--- src/sv/blemidi_pkg.sv ---
// Package for the BLE-MIDI packet decoder.
// Holds the payload structs, parser phase encoding, status constants and a helper.
// No dependencies.
package blemidi_pkg;

  typedef struct packed {
    logic [7:0] packet_byte;
    logic       first_of_packet;
    logic       last_of_packet;
  } in_item_t;

  typedef struct packed {
    logic [7:0] message_status;
    logic [6:0] first_data;
    logic [6:0] second_data;
    logic [1:0] data_len;
  } out_item_t;

  // Result of one parse step, handed to the output register.
  typedef struct packed {
    logic      valid;
    out_item_t item;
  } parse_res_t;

  typedef enum logic [5:0] {
    PH_HEADER  = 6'b000001,
    PH_IDLE    = 6'b000010,
    PH_HELD    = 6'b000100,
    PH_NEED_D1 = 6'b001000,
    PH_NEED_D2 = 6'b010000,
    PH_ABANDON = 6'b100000
  } phase_t;

  localparam logic [7:0] SYS_BASE      = 8'hF0;
  localparam logic [7:0] RT_BASE       = 8'hF8;
  localparam logic [3:0] PROG_CHANGE   = 4'hC;
  localparam logic [3:0] CHAN_PRESSURE = 4'hD;
  localparam logic [1:0] ONE_DATA      = 2'd1;
  localparam logic [1:0] TWO_DATA      = 2'd2;

  // Number of data bytes that follow a channel status.
  function automatic logic [1:0] data_bytes_for(input logic [7:0] status);
    logic [3:0] hi;
    hi = status[7:4];
    if (hi == PROG_CHANGE || hi == CHAN_PRESSURE) begin
      data_bytes_for = ONE_DATA;
    end else begin
      data_bytes_for = TWO_DATA;
    end
  endfunction

endpackage

--- src/sv/ble_midi_packet_decoder_core.sv ---
// Top level of the BLE-MIDI packet decoder.
// Instantiates blemidi_in_stage, blemidi_parser and blemidi_out_stage; uses blemidi_pkg.
//
//   channel | direction | handshake            | payload
//   in_     | input     | in_valid / in_ready   | in_item_t: byte, first, last flags
//   out_    | output    | out_valid / out_ready | out_item_t: status, data, count
//
// One byte per cycle is sustained while the output is not stalled; a byte passes
// through the input register and the combinational parser into the result register.
// A byte that completes a channel message yields one result; others yield none.
// Reset is synchronous on rst_n and returns the parser to waiting for a header.
// A stalled output holds the parser; the input register still takes one byte.
module ble_midi_packet_decoder_core (
  input  logic                   clk,
  input  logic                   rst_n,
  input  logic                   in_valid,
  output logic                   in_ready,
  input  blemidi_pkg::in_item_t  in_data,
  output logic                   out_valid,
  input  logic                   out_ready,
  output blemidi_pkg::out_item_t out_data
);

  logic                    stage_valid;
  blemidi_pkg::in_item_t   stage_data;
  logic                    room;
  logic                    advance;
  blemidi_pkg::parse_res_t res;

  assign advance = stage_valid && room;

  blemidi_in_stage u_in (
    .clk         (clk),
    .rst_n       (rst_n),
    .in_valid    (in_valid),
    .in_ready    (in_ready),
    .in_data     (in_data),
    .advance     (advance),
    .stage_valid (stage_valid),
    .stage_data  (stage_data)
  );

  blemidi_parser u_parser (
    .clk   (clk),
    .rst_n (rst_n),
    .step  (advance),
    .item  (stage_data),
    .res   (res)
  );

  blemidi_out_stage u_out (
    .clk       (clk),
    .rst_n     (rst_n),
    .load      (advance),
    .res       (res),
    .room      (room),
    .out_valid (out_valid),
    .out_ready (out_ready),
    .out_data  (out_data)
  );

endmodule

--- src/sv/blemidi_in_stage.sv ---
// Input register of the BLE-MIDI packet decoder.
// Captures one packet byte per transaction; uses blemidi_pkg.
module blemidi_in_stage (
  input  logic                  clk,
  input  logic                  rst_n,
  input  logic                  in_valid,
  output logic                  in_ready,
  input  blemidi_pkg::in_item_t in_data,
  input  logic                  advance,
  output logic                  stage_valid,
  output blemidi_pkg::in_item_t stage_data
);

  logic                  valid_r;
  logic                  valid_nxt;
  blemidi_pkg::in_item_t data_r;

  assign in_ready    = !valid_r || advance;
  assign stage_valid = valid_r;
  assign stage_data  = data_r;

  always_comb begin
    valid_nxt = valid_r;
    if (in_valid && in_ready) begin
      valid_nxt = 1'b1;
    end else if (advance) begin
      valid_nxt = 1'b0;
    end
  end

  always_ff @(posedge clk) begin
    if (!rst_n) begin
      valid_r <= 1'b0;
    end else begin
      valid_r <= valid_nxt;
    end
  end

  always_ff @(posedge clk) begin
    if (in_valid && in_ready) begin
      data_r <= in_data;
    end
  end

endmodule

--- src/sv/blemidi_parser.sv ---
// Parser state machine of the BLE-MIDI packet decoder.
// Holds running status and the partial message; uses blemidi_pkg.
module blemidi_parser (
  input  logic                    clk,
  input  logic                    rst_n,
  input  logic                    step,
  input  blemidi_pkg::in_item_t   item,
  output blemidi_pkg::parse_res_t res
);

  blemidi_pkg::phase_t phase_r, phase_nxt;
  logic [7:0] rs_r, rs_nxt;
  logic [7:0] pend_r, pend_nxt;
  logic [7:0] hs_r, hs_nxt;
  logic [6:0] d1_r, d1_nxt;

  logic [7:0] b;
  logic       first;
  logic       last;
  logic       stat_en;
  logic       start_en;
  logic [7:0] start_st;

  assign b     = item.packet_byte;
  assign first = item.first_of_packet;
  assign last  = item.last_of_packet;

  always_comb begin
    phase_nxt = phase_r;
    rs_nxt    = rs_r;
    pend_nxt  = pend_r;
    hs_nxt    = hs_r;
    d1_nxt    = d1_r;
    res       = '0;
    stat_en   = 1'b0;
    start_en  = 1'b0;
    start_st  = rs_r;

    if (first) begin
      phase_nxt = last ? blemidi_pkg::PH_HEADER : blemidi_pkg::PH_IDLE;
    end else begin
      unique case (phase_r)
        blemidi_pkg::PH_IDLE: begin
          if (b[7]) begin
            // A lone high-bit byte at the end of a packet can only be a status.
            if (last) begin
              stat_en = 1'b1;
            end else begin
              pend_nxt  = b;
              phase_nxt = blemidi_pkg::PH_HELD;
            end
          end else if (rs_r[7]) begin
            start_en = 1'b1;
          end else begin
            phase_nxt = blemidi_pkg::PH_ABANDON;
          end
        end
        blemidi_pkg::PH_HELD: begin
          if (b[7]) begin
            stat_en = 1'b1;
          end else if (rs_r[7]) begin
            start_en = 1'b1;
          end else if (pend_r < blemidi_pkg::SYS_BASE) begin
            // The held byte was a channel status after all.
            start_en = 1'b1;
            start_st = pend_r;
            rs_nxt   = pend_r;
          end else begin
            phase_nxt = blemidi_pkg::PH_ABANDON;
          end
        end
        blemidi_pkg::PH_NEED_D1: begin
          if (b[7]) begin
            phase_nxt = blemidi_pkg::PH_ABANDON;
          end else begin
            start_en = 1'b1;
            start_st = hs_r;
          end
        end
        blemidi_pkg::PH_NEED_D2: begin
          if (b[7]) begin
            phase_nxt = blemidi_pkg::PH_ABANDON;
          end else begin
            res.valid               = 1'b1;
            res.item.message_status = hs_r;
            res.item.first_data     = d1_r;
            res.item.second_data    = b[6:0];
            res.item.data_len       = blemidi_pkg::TWO_DATA;
            phase_nxt               = blemidi_pkg::PH_IDLE;
          end
        end
        blemidi_pkg::PH_HEADER, blemidi_pkg::PH_ABANDON: begin
        end
        default: begin
          phase_nxt = blemidi_pkg::PH_HEADER;
        end
      endcase

      if (stat_en) begin
        if (b < blemidi_pkg::SYS_BASE) begin
          rs_nxt    = b;
          hs_nxt    = b;
          phase_nxt = blemidi_pkg::PH_NEED_D1;
        end else if (b >= blemidi_pkg::RT_BASE) begin
          phase_nxt = blemidi_pkg::PH_IDLE;
        end else begin
          phase_nxt = blemidi_pkg::PH_ABANDON;
        end
      end

      if (start_en) begin
        hs_nxt = start_st;
        if (blemidi_pkg::data_bytes_for(start_st) == blemidi_pkg::ONE_DATA) begin
          res.valid               = 1'b1;
          res.item.message_status = start_st;
          res.item.first_data     = b[6:0];
          res.item.second_data    = 7'd0;
          res.item.data_len       = blemidi_pkg::ONE_DATA;
          phase_nxt               = blemidi_pkg::PH_IDLE;
        end else begin
          d1_nxt    = b[6:0];
          phase_nxt = blemidi_pkg::PH_NEED_D2;
        end
      end

      // The end of a packet drops any unfinished message and clears an abandon.
      if (last) begin
        phase_nxt = blemidi_pkg::PH_HEADER;
      end
    end
  end

  always_ff @(posedge clk) begin
    if (!rst_n) begin
      phase_r <= blemidi_pkg::PH_HEADER;
      rs_r    <= 8'h00;
    end else if (step) begin
      phase_r <= phase_nxt;
      rs_r    <= rs_nxt;
    end
  end

  always_ff @(posedge clk) begin
    if (step) begin
      pend_r <= pend_nxt;
      hs_r   <= hs_nxt;
      d1_r   <= d1_nxt;
    end
  end

endmodule

--- src/sv/blemidi_out_stage.sv ---
// Result register of the BLE-MIDI packet decoder.
// Holds one decoded message until the consumer takes it; uses blemidi_pkg.
module blemidi_out_stage (
  input  logic                    clk,
  input  logic                    rst_n,
  input  logic                    load,
  input  blemidi_pkg::parse_res_t res,
  output logic                    room,
  output logic                    out_valid,
  input  logic                    out_ready,
  output blemidi_pkg::out_item_t  out_data
);

  logic                   valid_r;
  logic                   valid_nxt;
  blemidi_pkg::out_item_t data_r;
  logic                   take;

  assign take      = load && res.valid;
  assign room      = !valid_r || out_ready;
  assign out_valid = valid_r;
  assign out_data  = data_r;

  always_comb begin
    valid_nxt = valid_r;
    if (take) begin
      valid_nxt = 1'b1;
    end else if (out_ready) begin
      valid_nxt = 1'b0;
    end
  end

  always_ff @(posedge clk) begin
    if (!rst_n) begin
      valid_r <= 1'b0;
    end else begin
      valid_r <= valid_nxt;
    end
  end

  always_ff @(posedge clk) begin
    if (take) begin
      data_r <= res.item;
    end
  end

endmodule

--- config.mk ---
export PLATFORM = sky130hd
export DESIGN_NAME = ble_midi_packet_decoder_core
export DESIGN_NICKNAME = d
export VERILOG_FILES = /design/src/sv/blemidi_pkg.sv /design/src/sv/ble_midi_packet_decoder_core.sv /design/src/sv/blemidi_in_stage.sv /design/src/sv/blemidi_parser.sv /design/src/sv/blemidi_out_stage.sv
export SDC_FILE = /design/constraint.sdc
export NUM_CORES = 1
export LEC_CHECK = 0
export BUFFER_PORTS_ARGS = -buffer_cell sky130_fd_sc_hd__clkbuf_2
export CAP_MARGIN = 20
export CORE_MARGIN = 2
export CORE_UTILIZATION = 50
export CTS_CLUSTER_DIAMETER = 150
export CTS_CLUSTER_SIZE = 40
export DETAILED_ROUTE_END_ITERATION = 7
export PLACE_DENSITY = 0.7
export SLEW_MARGIN = 20
export SYNTH_ARGS = -nofsm -noshare
export SYNTH_HDL_FRONTEND = slang
export SYNTH_SLANG_ARGS = --single-unit
--- constraint.sdc ---
create_clock -name clk -period 7.6 [get_ports clk]
set_clock_uncertainty 0.15 [all_clocks]
set_input_delay 0.38 -clock clk [delete_from_list [all_inputs] [get_ports clk]]
set_output_delay 0.38 -clock clk [all_outputs]
set_load 0.1 [all_outputs]
---- Word-level counts from Yosys, hierarchy flattened ----
Index checks and enable logic that the tools add are counted.
word-level totals
  register bits ........................... 72
  latch bits .............................. 0
  memory bits (writable) .................. 0
  memory bits (read-only) ................. 0
  input port bits ......................... 14
  output and inout port bits .............. 26
  word-level logic and storage cells ...... 106
  memories kept ........................... 0
cells by class
  add/subtract/negate cells ............... 0
  $mul .................................... 0
  div/mod/pow operators ................... 0
  $lt $le $gt $ge ......................... 3
  equal/unequal tests ..................... 15
  shift operators ......................... 0
  multiplexer cells ....................... 53
  bitwise operators ....................... 3
  reduce and logical (&&, ||, !) cells .... 18
operators with widths
  kind                  number
  $mux W25              5
  $mux W8               11
  $mux W6               13
  $pmux W6 S5           1
  $lt A8 B8 Y1 const B  2
  $pmux W8 S2           1
  $mux W1               15
  $ne A6 B4 Y1 const B  2
  $ne A6 B6 Y1 const B  2
  $eq A4 B4 Y1 const B  2
  $ge A8 B8 Y1 const B  1
  $mux W2               4
  $reduce_and A4 Y1     2
  $reduce_bool A2 Y1    4
  $ne A7 B7 Y1 const B  1
  $reduce_and A7 Y1     1
  $eq A6 B1 Y1 const B  1
  $eq A6 B2 Y1 const B  1
  $eq A6 B3 Y1 const B  1
  $eq A6 B4 Y1 const B  1
  $eq A6 B5 Y1 const B  1
  $eq A6 B6 Y1 const B  1
  $mux W5               1
  $ne A5 B3 Y1 const B  1
  other kinds (10)      17

---- Logic depth before layout (Yosys ltp) ----
Gate-level depths: netlist of the first run.
  word-level depth ........................ 17
  gate-level depth with buffers ........... 10
  mapped depth without buffers ............ 7

---- Cells and area by module ----
A second synthesis of the first run with hierarchy kept.
second synthesis, totals
  cell total of the unflattened synthesis .. 287
  area, all modules ....................... 3335.7 um^2
by module, submodules not included
  module                        instances  cells each  area an instance (um^2)  seq. area each (um^2)
  blemidi_parser                1          242         2198.4                   940.9
  blemidi_out_stage             1          29          773.2                    740.7
  blemidi_in_stage              1          15          357.8                    320.3
  ble_midi_packet_decoder_core  1          1           6.3                      0.0

---- Worst setup path after synthesis of the first run ----
Ideal clock, no wire load.
  path type ............................... flip-flop to flip-flop
  start ................................... register u_parser.phase_r[1]
  end ..................................... register u_out.data_r, in the netlist u_out.out_data[0], enable pin
  library setup time ...................... 415 ps
  arrival ................................. 2866 ps
  data required time ...................... 7035 ps
  setup slack ............................. 4170 ps
  stages on the path, launching flop included .. 7
  buffers on the path ..................... 1
  clock period less this slack ............ 3430 ps
  path through ............................ dfxtp_1 buf_6 or4_4 nor3_4 o311a_2 nand4_2 a21oi_1
on the way
  word-level cells in the longest chain between the ends .. 13
  elaborated cells between the ends (all ways) .. 20
  classes of those cells .................. eq/ne: 7; mux: 11; reduce/logical: 2
ends and longest elaborated chain
  element                                              line                     source
  start, declared                                      blemidi_parser.sv:11     blemidi_pkg::phase_t phase_r, phase_nxt;
  start signal, assigned                               blemidi_parser.sv:135    phase_r <= blemidi_pkg::PH_HEADER;
  start signal, assigned                               blemidi_parser.sv:138    phase_r <= phase_nxt;
  $eq A6 B4 Y1 / $eq A6 B3 Y1 (equally long branches)  blemidi_parser.sv:42     unique case (phase_r)
  $pmux W8 S2                                          blemidi_parser.sv:42
  $mux W8                                              blemidi_parser.sv:39     if (first) begin
  $eq A4 B4 Y1                                         blemidi_pkg.sv:45        if (hi == PROG_CHANGE || hi == CHAN_PRESSURE) begin
  $logic_or A1 B1 Y1                                   blemidi_pkg.sv:45
  $mux W2                                              blemidi_pkg.sv:45
  $mux W2                                              blemidi_parser.sv:111    if (start_en) begin
  $mux W2                                              blemidi_parser.sv:39
  $eq A2 B1 Y1                                         blemidi_parser.sv:113    if (blemidi_pkg::data_bytes_for(start_st) == blemidi_pkg::ONE_DATA) begin
  $mux W25                                             blemidi_parser.sv:113
  $mux W25 *                                           blemidi_parser.sv:111
  $mux W25 *                                           blemidi_parser.sv:39
  $logic_and A1 B1 Y1 *                                blemidi_out_stage.sv:19  assign take = load && res.valid;
  named net u_out.take                                 blemidi_out_stage.sv:17  logic take;
  end signal, assigned                                 blemidi_out_stage.sv:43  data_r <= res.item;
  end, declared                                        blemidi_out_stage.sv:16  blemidi_pkg::out_item_t data_r;
Mark *: on every way through the listed nets, which the timed path passes. The rest lies on a longest branch. The select of a mux whose other input is x is not followed.
A chain may end at the register's enable or synchronous reset.

---- Worst setup path after layout of the first run ----
  start ................................... register u_parser.phase_r[3]
  end ..................................... register u_out.data_r, in the netlist u_out.out_data[15], enable pin
Same word-level chain as after synthesis.

==> results of run 1 <==
-- worst paths after layout --
kind / startpoint / to / slack [ps] / depth (start not counted)
worst max-delay path: u_parser.phase_r[3] / u_out.out_data[15] / 4670 / 6
worst min-delay path: in_data[7] / u_in.stage_data[7] / 40 / 1
worst max register to register: u_parser.phase_r[3] / u_out.out_data[15] / 4670 / 6
worst min register to register: u_parser.rs_r[0] / u_parser.rs_r[0] / 350 / 2
-- flip-flops by register name, indices dropped and copies added (netlist names) --
name and flops:
u_in.stage_data 10, u_in.stage_valid 1, u_out.out_data 24, u_out.out_valid 1
u_parser.d1_r 7, u_parser.hs_r 8, u_parser.pend_r 7, u_parser.phase_r 6
u_parser.rs_r 8
-- report_power, final --
part / total, mW / internal (mW) / switching (mW)
clock: 0.266 / 0.119 / 0.147
sequential: 0.440 / 0.428 / 0.0119
combinational: 0.0225 / 0.00968 / 0.0128
total: 0.729 / 0.557 / 0.172
-- stage by stage --
stage | setup WS [ps] | std cells | hold slack (ps)
final | 4670 | 405 | 38.2
after detailed placement | 4690 | 389 | 342
after global routing | 4500 | 405 | 30.4
after floorplan | 4170 | 290 | 305
after global placement | 4750 | 389 | 327
after CTS | 4680 | 405 | 27.0
-- layer usage --
layer	vias up	GRT usage (%)	part of all wire [%]
met3	11	5.71	6.8
met1	1091	28.8	48
met5	-	0	0
met4	0	7.95	2.1
li1	1174	-	-
met2	85	27.9	43
-- cell families (layout without fill, tap and decap cells) --
kind of cell	after synthesis	count (layout)	share of synthesized area, %
simple gates	104	104	17.4
compound gates	78	78	16.4
flops	72	72	59.2
buf+inv	25	63	3.66
mux	10	10	3.11
xor+xnor	1	1	0.259
-- Yosys cell counts, types with 4 or more instances --
cell type and number:
sky130_fd_sc_hd__a21oi_1 12, sky130_fd_sc_hd__a222oi_1 5, sky130_fd_sc_hd__a22o_1 6, sky130_fd_sc_hd__a22oi_1 4, sky130_fd_sc_hd__and2_1 9, sky130_fd_sc_hd__buf_2 5, sky130_fd_sc_hd__clkbuf_1 10, sky130_fd_sc_hd__dfxtp_1 16
sky130_fd_sc_hd__edfxtp_1 56, sky130_fd_sc_hd__inv_1 5, sky130_fd_sc_hd__mux2i_1 6, sky130_fd_sc_hd__nand2_1 30, sky130_fd_sc_hd__nand3_1 9, sky130_fd_sc_hd__nand4_1 4, sky130_fd_sc_hd__nor2_1 11, sky130_fd_sc_hd__nor2b_1 15
sky130_fd_sc_hd__nor3_1 4, sky130_fd_sc_hd__o21ai_0 17, sky130_fd_sc_hd__o21ai_1 6
-- cell type report --
type	count	area, um^2
multi-input cells	193	1260
fillers	552	2690
flip-flops and latches	72	2000
clock inverters	6	43.8
inverters	6	27.5
repair buffers	41	210
clock buffers	10	128
well taps	77	96.3
==> parameters.txt, run 1 <==
Parameter                              Value

Die
  Die Area ... 7440 um^2
  Starting density of the core ... 52.4%
  Die H ... about 86 um
  Rows ... 29
  Core ar. ... approximately 6500 um^2
  Chip width ... 86.2 um
  Top-Level Pins ... 40

Clocking
  Total of cells resized after clock tree synthesis ... 0
  Number of buffers on the longest clock path ... 2
  Quantity of hold-fixing buffers added after cts ... 0
  Clock insertion delay at the later pin of the skew report ... around 360 ps
  Clock Tree Root ... sky130_fd_sc_hd__clkbuf_8
  Clock transition at the register clock pins on the worst setup and hold paths after CTS ... 80 ps
  TritonCTS buffer count ... 9
  TritonCTS clock tree ... done
  Count of H-tree levels built during CTS ... 3
  Sink Count ... between 70 and 80
  Buffer count from post-CTS setup fixing ... 0

Synth
  Count of synthesis-stage warnings from yosys ... 0
  Synth area leader ... sky130_fd_sc_hd__edfxtp_1
  Synth Area per Inst ... 11.7 um^2
  Number of register bits inferred by synthesis ... 72
  Count of mapped cells out of synthesis ... 290
  Seq/Total Area, Yosys ... about 59%
  Most frequently used flop master after synthesis ... sky130_fd_sc_hd__edfxtp_1
  Ys async rst share ... 0%
  Post-Syn Area ... between 3000 and 4000 um^2
  Net Count, Synth ... 304
  Number of distinct standard cells referenced by the synthesized netlist ... 59
  Portion of synthesized cell area occupied by the leading cell type ... 49.7%
  Main area contributors after synthesis ... sky130_fd_sc_hd__edfxtp_1 50%, sky130_fd_sc_hd__dfxtp_1 9.5%, sky130_fd_sc_hd__nand2_1 3.3%, sky130_fd_sc_hd__nor2b_1 2.8%, sky130_fd_sc_hd__o21ai_0 2.5%
  Number of enable flip-flop cells after synthesis ... between 50 and 60

Detailed routing
  Number of nets with antenna violations after routing ... 0
  Remaining design rule violation count ... 0
  1st-iter DRT viols ... 177
  Average routed wire per standard cell ... 16.7 um
  First-pass iteration count of the detailed router ... 4
  Final Routed Wirelength ... 6760 um
  Number of vias per cell ... 5.83
  Number of vias in the routed layout ... 2361

Worst setup path
  Buf/Inv on CP ... 1
  Startpoint Class ... flip-flop
  Setup Crit Path Kind ... reg -> reg
  Biggest cell delay along the critical path ... 530 ps
  Cell family with most CP delay ... simple AND/OR/NAND/NOR gates
  Setup crit end kind ... flip-flop
  Chain of cells forming the critical path ... nor4_4 > and2_1 > o311a_2 > nand4_2 > a21oi_2 > buf_4
  Biggest fanout along the worst timing path ... 20
  Slowest stage cell on the critical path ... sky130_fd_sc_hd__nor4_4
  Data arrival, critical path ... 2820 ps
  Req. time, crit path ... 7490 ps

Timing
  Max Slew Vio Count ... 0
  Max frequency ... 0.341 GHz
  Unrepaired setup endpoints after global routing ... no
  Relative slew slack ... between 40% and 50%
  Post-route minimum period ... 2930 ps
  Final sum of negative setup slack ... 0 ps
  Setup violations, final ... 0
  Slew of the pin with the lowest slew margin ... between 700 and 800 ps
  Final-report hold violation count ... 0
  Final worst-path cycle share ... 38.6%

Run
  Number of max-cap violations ... 0

Global routing
  Maximum number of pins on one net before global-route repair ... 23
  Total Routing Usage GR ... between 10% and 20%
  Remaining Overflow, GRT ... 0
  Number of antenna violations at the first check in global routing ... 0
  Wire length of the first global-routing pass ... 11100 um
  Number of global-route vias before repair ... 2139

Layout
  Leading cell type in the layout, fill and taps excluded ... sky130_fd_sc_hd__edfxtp_1
  Post-route design area ... roughly 3800 um^2
  Area Overhead vs Synth ... 11.5%
  Share of the core filled with cells ... 58.4%
  Commonest non-fill, non-tap cells in the layout ... 56 x sky130_fd_sc_hd__edfxtp_1, 39 x sky130_fd_sc_hd__clkbuf_2, 30 x sky130_fd_sc_hd__nand2_1
  # diodes ... 0
  Total number of nets in the final design ... 337
  Layout cell share with drive strength beyond 1 ... 22.0%

Pwr
  Static leakage ... 1.40 nW
  Worst vdd ir ... 0.162 mV
  PD cells ... 193 nW/um^2
  Total power of the final layout ... ~0.73 mW

Place
  DP Area ... 3600 um^2
  Final GP Congestion ... 0.883
  Post-DP HPWL ... 4730 um
  Number of I/O port buffers ... 39

Status
  Status ... completed

Hold path
  Class of the tightest hold or removal check ... in -> reg
(Power assumes the default switching activity.)
==> run 2, diff against run 1 <==
clock period = 2.9 ns   (was 7.6 ns; I/O delays follow)
==> run 2 against run 1 <==
Effect of this change:
- via count rose by 5.2%
- die area unchanged
- global-route usage grew 0.95 points
- largest cell class unchanged
- setup slack lost 4500 ps
- final cell count is 5.9% higher
- design area rose by 5.8%
- wire length up 5.6%
- non-clock buffer count rose by 24
- sequential share of layout area decreased by 2.9 points
==> parameters.txt, run 2 (synthesis results as in run 1) <==
Parameter                              Value

Global routing
  Met1 usage in global routing ... 29.2% (+0.42 points)
  Global routing usage on met3 ... 4.86% (-0.86 points)
  Maximum number of pins on one net before global-route repair ... 26 (+13%)
  Number of antenna violations at the first check in global routing ... 0 (unchanged)
  Total Routing Usage GR ... 20.7% (+0.95 points)
  Number of global-route vias before repair ... 2305 (+7.8%)
  Global routing's busiest layer ... met2
  Wire length of the first global-routing pass ... 11700 um (+6.1%)
  Global routing met2 resource utilization ... 31.1% (+3.2 points)
  Remaining Overflow, GRT ... 0 (unchanged)

Clocking
  Clock insertion delay at the later pin of the skew report ... 360 ps (about the same)
  Count of H-tree levels built during CTS ... 3 (unchanged)
  TritonCTS clock tree ... done
  Clock transition at the register clock pins on the worst setup and hold paths after CTS ... 80 ps (about the same)
  TritonCTS buffer count ... 9 (unchanged)
  Number of buffers on the longest clock path ... 2 (unchanged)
  Clock Tree Root ... sky130_fd_sc_hd__clkbuf_8
  Buffer count from post-CTS setup fixing ... 0 (unchanged)
  Sink Count ... 72 (unchanged)

Detailed routing
  Number of vias per cell ... 5.79 (-0.72%)
  First-pass iteration count of the detailed router ... 5 (+1)
  Average routed wire per standard cell ... 16.6 um (-0.34%)
  Number of nets with antenna violations after routing ... 0 (unchanged)
  Final Routed Wirelength ... 7130 um (+5.6%)
  1st-iter DRT viols ... 179 (+1.1%)
  Number of vias in the routed layout ... 2483 (+5.2%)
  Remaining design rule violation count ... 0 (unchanged)

Timing
  Relative slew slack ... 57.2% (+9.7 points)
  Slew of the pin with the lowest slew margin ... 640 ps (-147 ps)
  Unrepaired setup endpoints after global routing ... no
  Post-route minimum period ... 2690 ps (-241 ps)
  Final-report hold violation count ... 0 (unchanged)
  Max Slew Vio Count ... 0 (unchanged)
  Final sum of negative setup slack ... 0 ps (unchanged)
  Final worst-path cycle share ... 92.8% (+54 points)
  Setup violations, final ... 0 (unchanged)
  Max frequency ... 0.372 GHz (+8.9%)

Die
  Core ar. ... 6460 um^2 (unchanged)
  Rows ... 29 (unchanged)
  Chip width ... 86.2 um (unchanged)
  Die Area ... 7440 um^2 (unchanged)
  Top-Level Pins ... 40 (unchanged)
  Die H ... 86.2 um (unchanged)
  Starting density of the core ... 52.4% (unchanged)

Worst setup path
  Length in cells of the worst reg-to-reg path ... 7 (+1)
  Startpoint Class ... flip-flop
  Req. time, crit path ... 2860 ps (-4630 ps)
  Cell family with most CP delay ... simple AND/OR/NAND/NOR gates
  Chain of cells forming the critical path ... or4_4 > o41ai_1 > a21oi_1 > nand4_2 > or2_1 > clkinv_4 > a22o_1
  Setup crit end kind ... flip-flop
  Reg2reg start ... u_parser.phase_r[1]
  Slowest stage cell on the critical path ... sky130_fd_sc_hd__or4_4
  Setup slack, reg-to-reg ... 210 ps (-4460 ps)
  Capture instance of the worst register-to-register path ... u_out.out_data[10]
  Setup Crit Path Kind ... reg -> reg
  Data arrival, critical path ... 2650 ps (-170 ps)
  Buf/Inv on CP ... 1 (unchanged)
  Biggest cell delay along the critical path ... 590 ps (+60 ps)
  Biggest fanout along the worst timing path ... 10 (-50%)

Layout
  Largest register FFs ... 24 (unchanged)
  Area Overhead vs Synth ... 17.9%
  Post-route design area ... 3990 um^2 (+5.8%)
  Total number of nets in the final design ... 361 (+7.1%)
  # diodes ... 0 (unchanged)
  Commonest non-fill, non-tap cells in the layout ... 56 x sky130_fd_sc_hd__edfxtp_1, 39 x sky130_fd_sc_hd__clkbuf_2, 30 x sky130_fd_sc_hd__nand2_1
  Non-Filler Instances ... 429 (+5.9%)
  Leading cell type in the layout, fill and taps excluded ... sky130_fd_sc_hd__edfxtp_1
  Layout cell share with drive strength beyond 1 ... 23.9% (+1.9 points)

Hold path
  Hold path startpoint ... out_ready
  Hold worst-path end ... u_out.out_valid
  Number of cells traversed by the worst hold path ... 3 (+2)
  Class of the tightest hold or removal check ... in -> reg

Place
  Number of I/O port buffers ... 39 (unchanged)
  DP Area ... 3710 um^2 (+3.0%)
  Post-DP HPWL ... 4980 um (+5.4%)
  Final GP Congestion ... 0.938 (+6.2%)
  Post-placement cell count ... 402 (+3.3%)

Status
  Status ... completed

Run
  Number of max-cap violations ... 0 (unchanged)

Pwr
  Worst vdd ir ... 0.364 mV (+120%)
  PD cells ... 485 nW/um^2 (+150%)
  Static leakage ... 1.51 nW (+8.3%)
-- run 2: cell types whose count changed in the layout (fill, tap and decap cells not counted) --
cell	delta
sky130_fd_sc_hd__buf_12	+1
sky130_fd_sc_hd__buf_4	+12
sky130_fd_sc_hd__clkinv_4	-1
sky130_fd_sc_hd__dlygate4sd3_1	+11
sky130_fd_sc_hd__inv_6	+1
sky130_fd_sc_hd__nor2_1	+1
sky130_fd_sc_hd__nor2_2	-1
-- run 2: worst reg2reg max path, cell delays in order, from the launching register on --
cell and delay, ps:
sky130_fd_sc_hd__dfxtp_1 400, sky130_fd_sc_hd__or4_4 590, sky130_fd_sc_hd__o41ai_1 330, sky130_fd_sc_hd__a21oi_1 130, sky130_fd_sc_hd__nand4_2 150, sky130_fd_sc_hd__or2_1 350, sky130_fd_sc_hd__clkinv_4 140, sky130_fd_sc_hd__a22o_1 210
-- run 2: final cells by class --
type,instances,area [um^2]
Timing Repair Buffer,65,430
Sequential cell,72,2000
Fill cell,538,2470
Clock inverter,6,43.8
Tap cell,77,96.3
Clock buffer,10,128
Inverter,6,27.5
Multi-Input combinational cell,193,1260
-- run 2: what timing repair did --
| item | in CTS | in global routing |
|---|---|---|
| hold endpoints to repair | 11 | 0 |
| hold buffers | 11 | 0 |
| resized for setup | 0 | 0 |
-- run 2: report_power, final --
group | switching, mW | internal, mW | total (mW)
logic | 0.0404 | 0.0405 | 0.0809
clock network | 0.389 | 0.315 | 0.703
registers | 0.0285 | 1.12 | 1.15
total | 0.458 | 1.48 | 1.93
-- run 2: how the worst max path moves through the flow --
stage               cells past startpoint                start            endpoint
CTS                                     7  u_parser.phase_r[1]  u_out.out_data[10]
detailed placement                      7  u_parser.phase_r[1]  u_out.out_data[10]
finish                                  7  u_parser.phase_r[1]  u_out.out_data[10]
floorplan                               6  u_parser.phase_r[1]   u_out.out_data[0]
global route                            7  u_parser.phase_r[3]  u_out.out_data[15]
global placement                        7  u_parser.phase_r[1]  u_out.out_data[13]
-- run 2: metal layers --
layer	up-vias	routed length, um	share of wire (%)
li1	1216	-	-
met1	1169	3310	46
met2	87	3310	46
met3	11	396	5.6
met4	0	113	1.6
met5	-	0	0
-- run 2: metrics by stage --
step	setup WS [ps]	hold slack, ps	power (mW)	utilization, %
finish	210	16.9	1.93	61.7
global route	47.4	30.5	2.00	61.7
global placement	296	172	1.24	57.4
detailed placement	219	174	1.24	57.4
CTS	200	11.3	1.94	61.7
floorplan	7.27	93.9	1.20	-
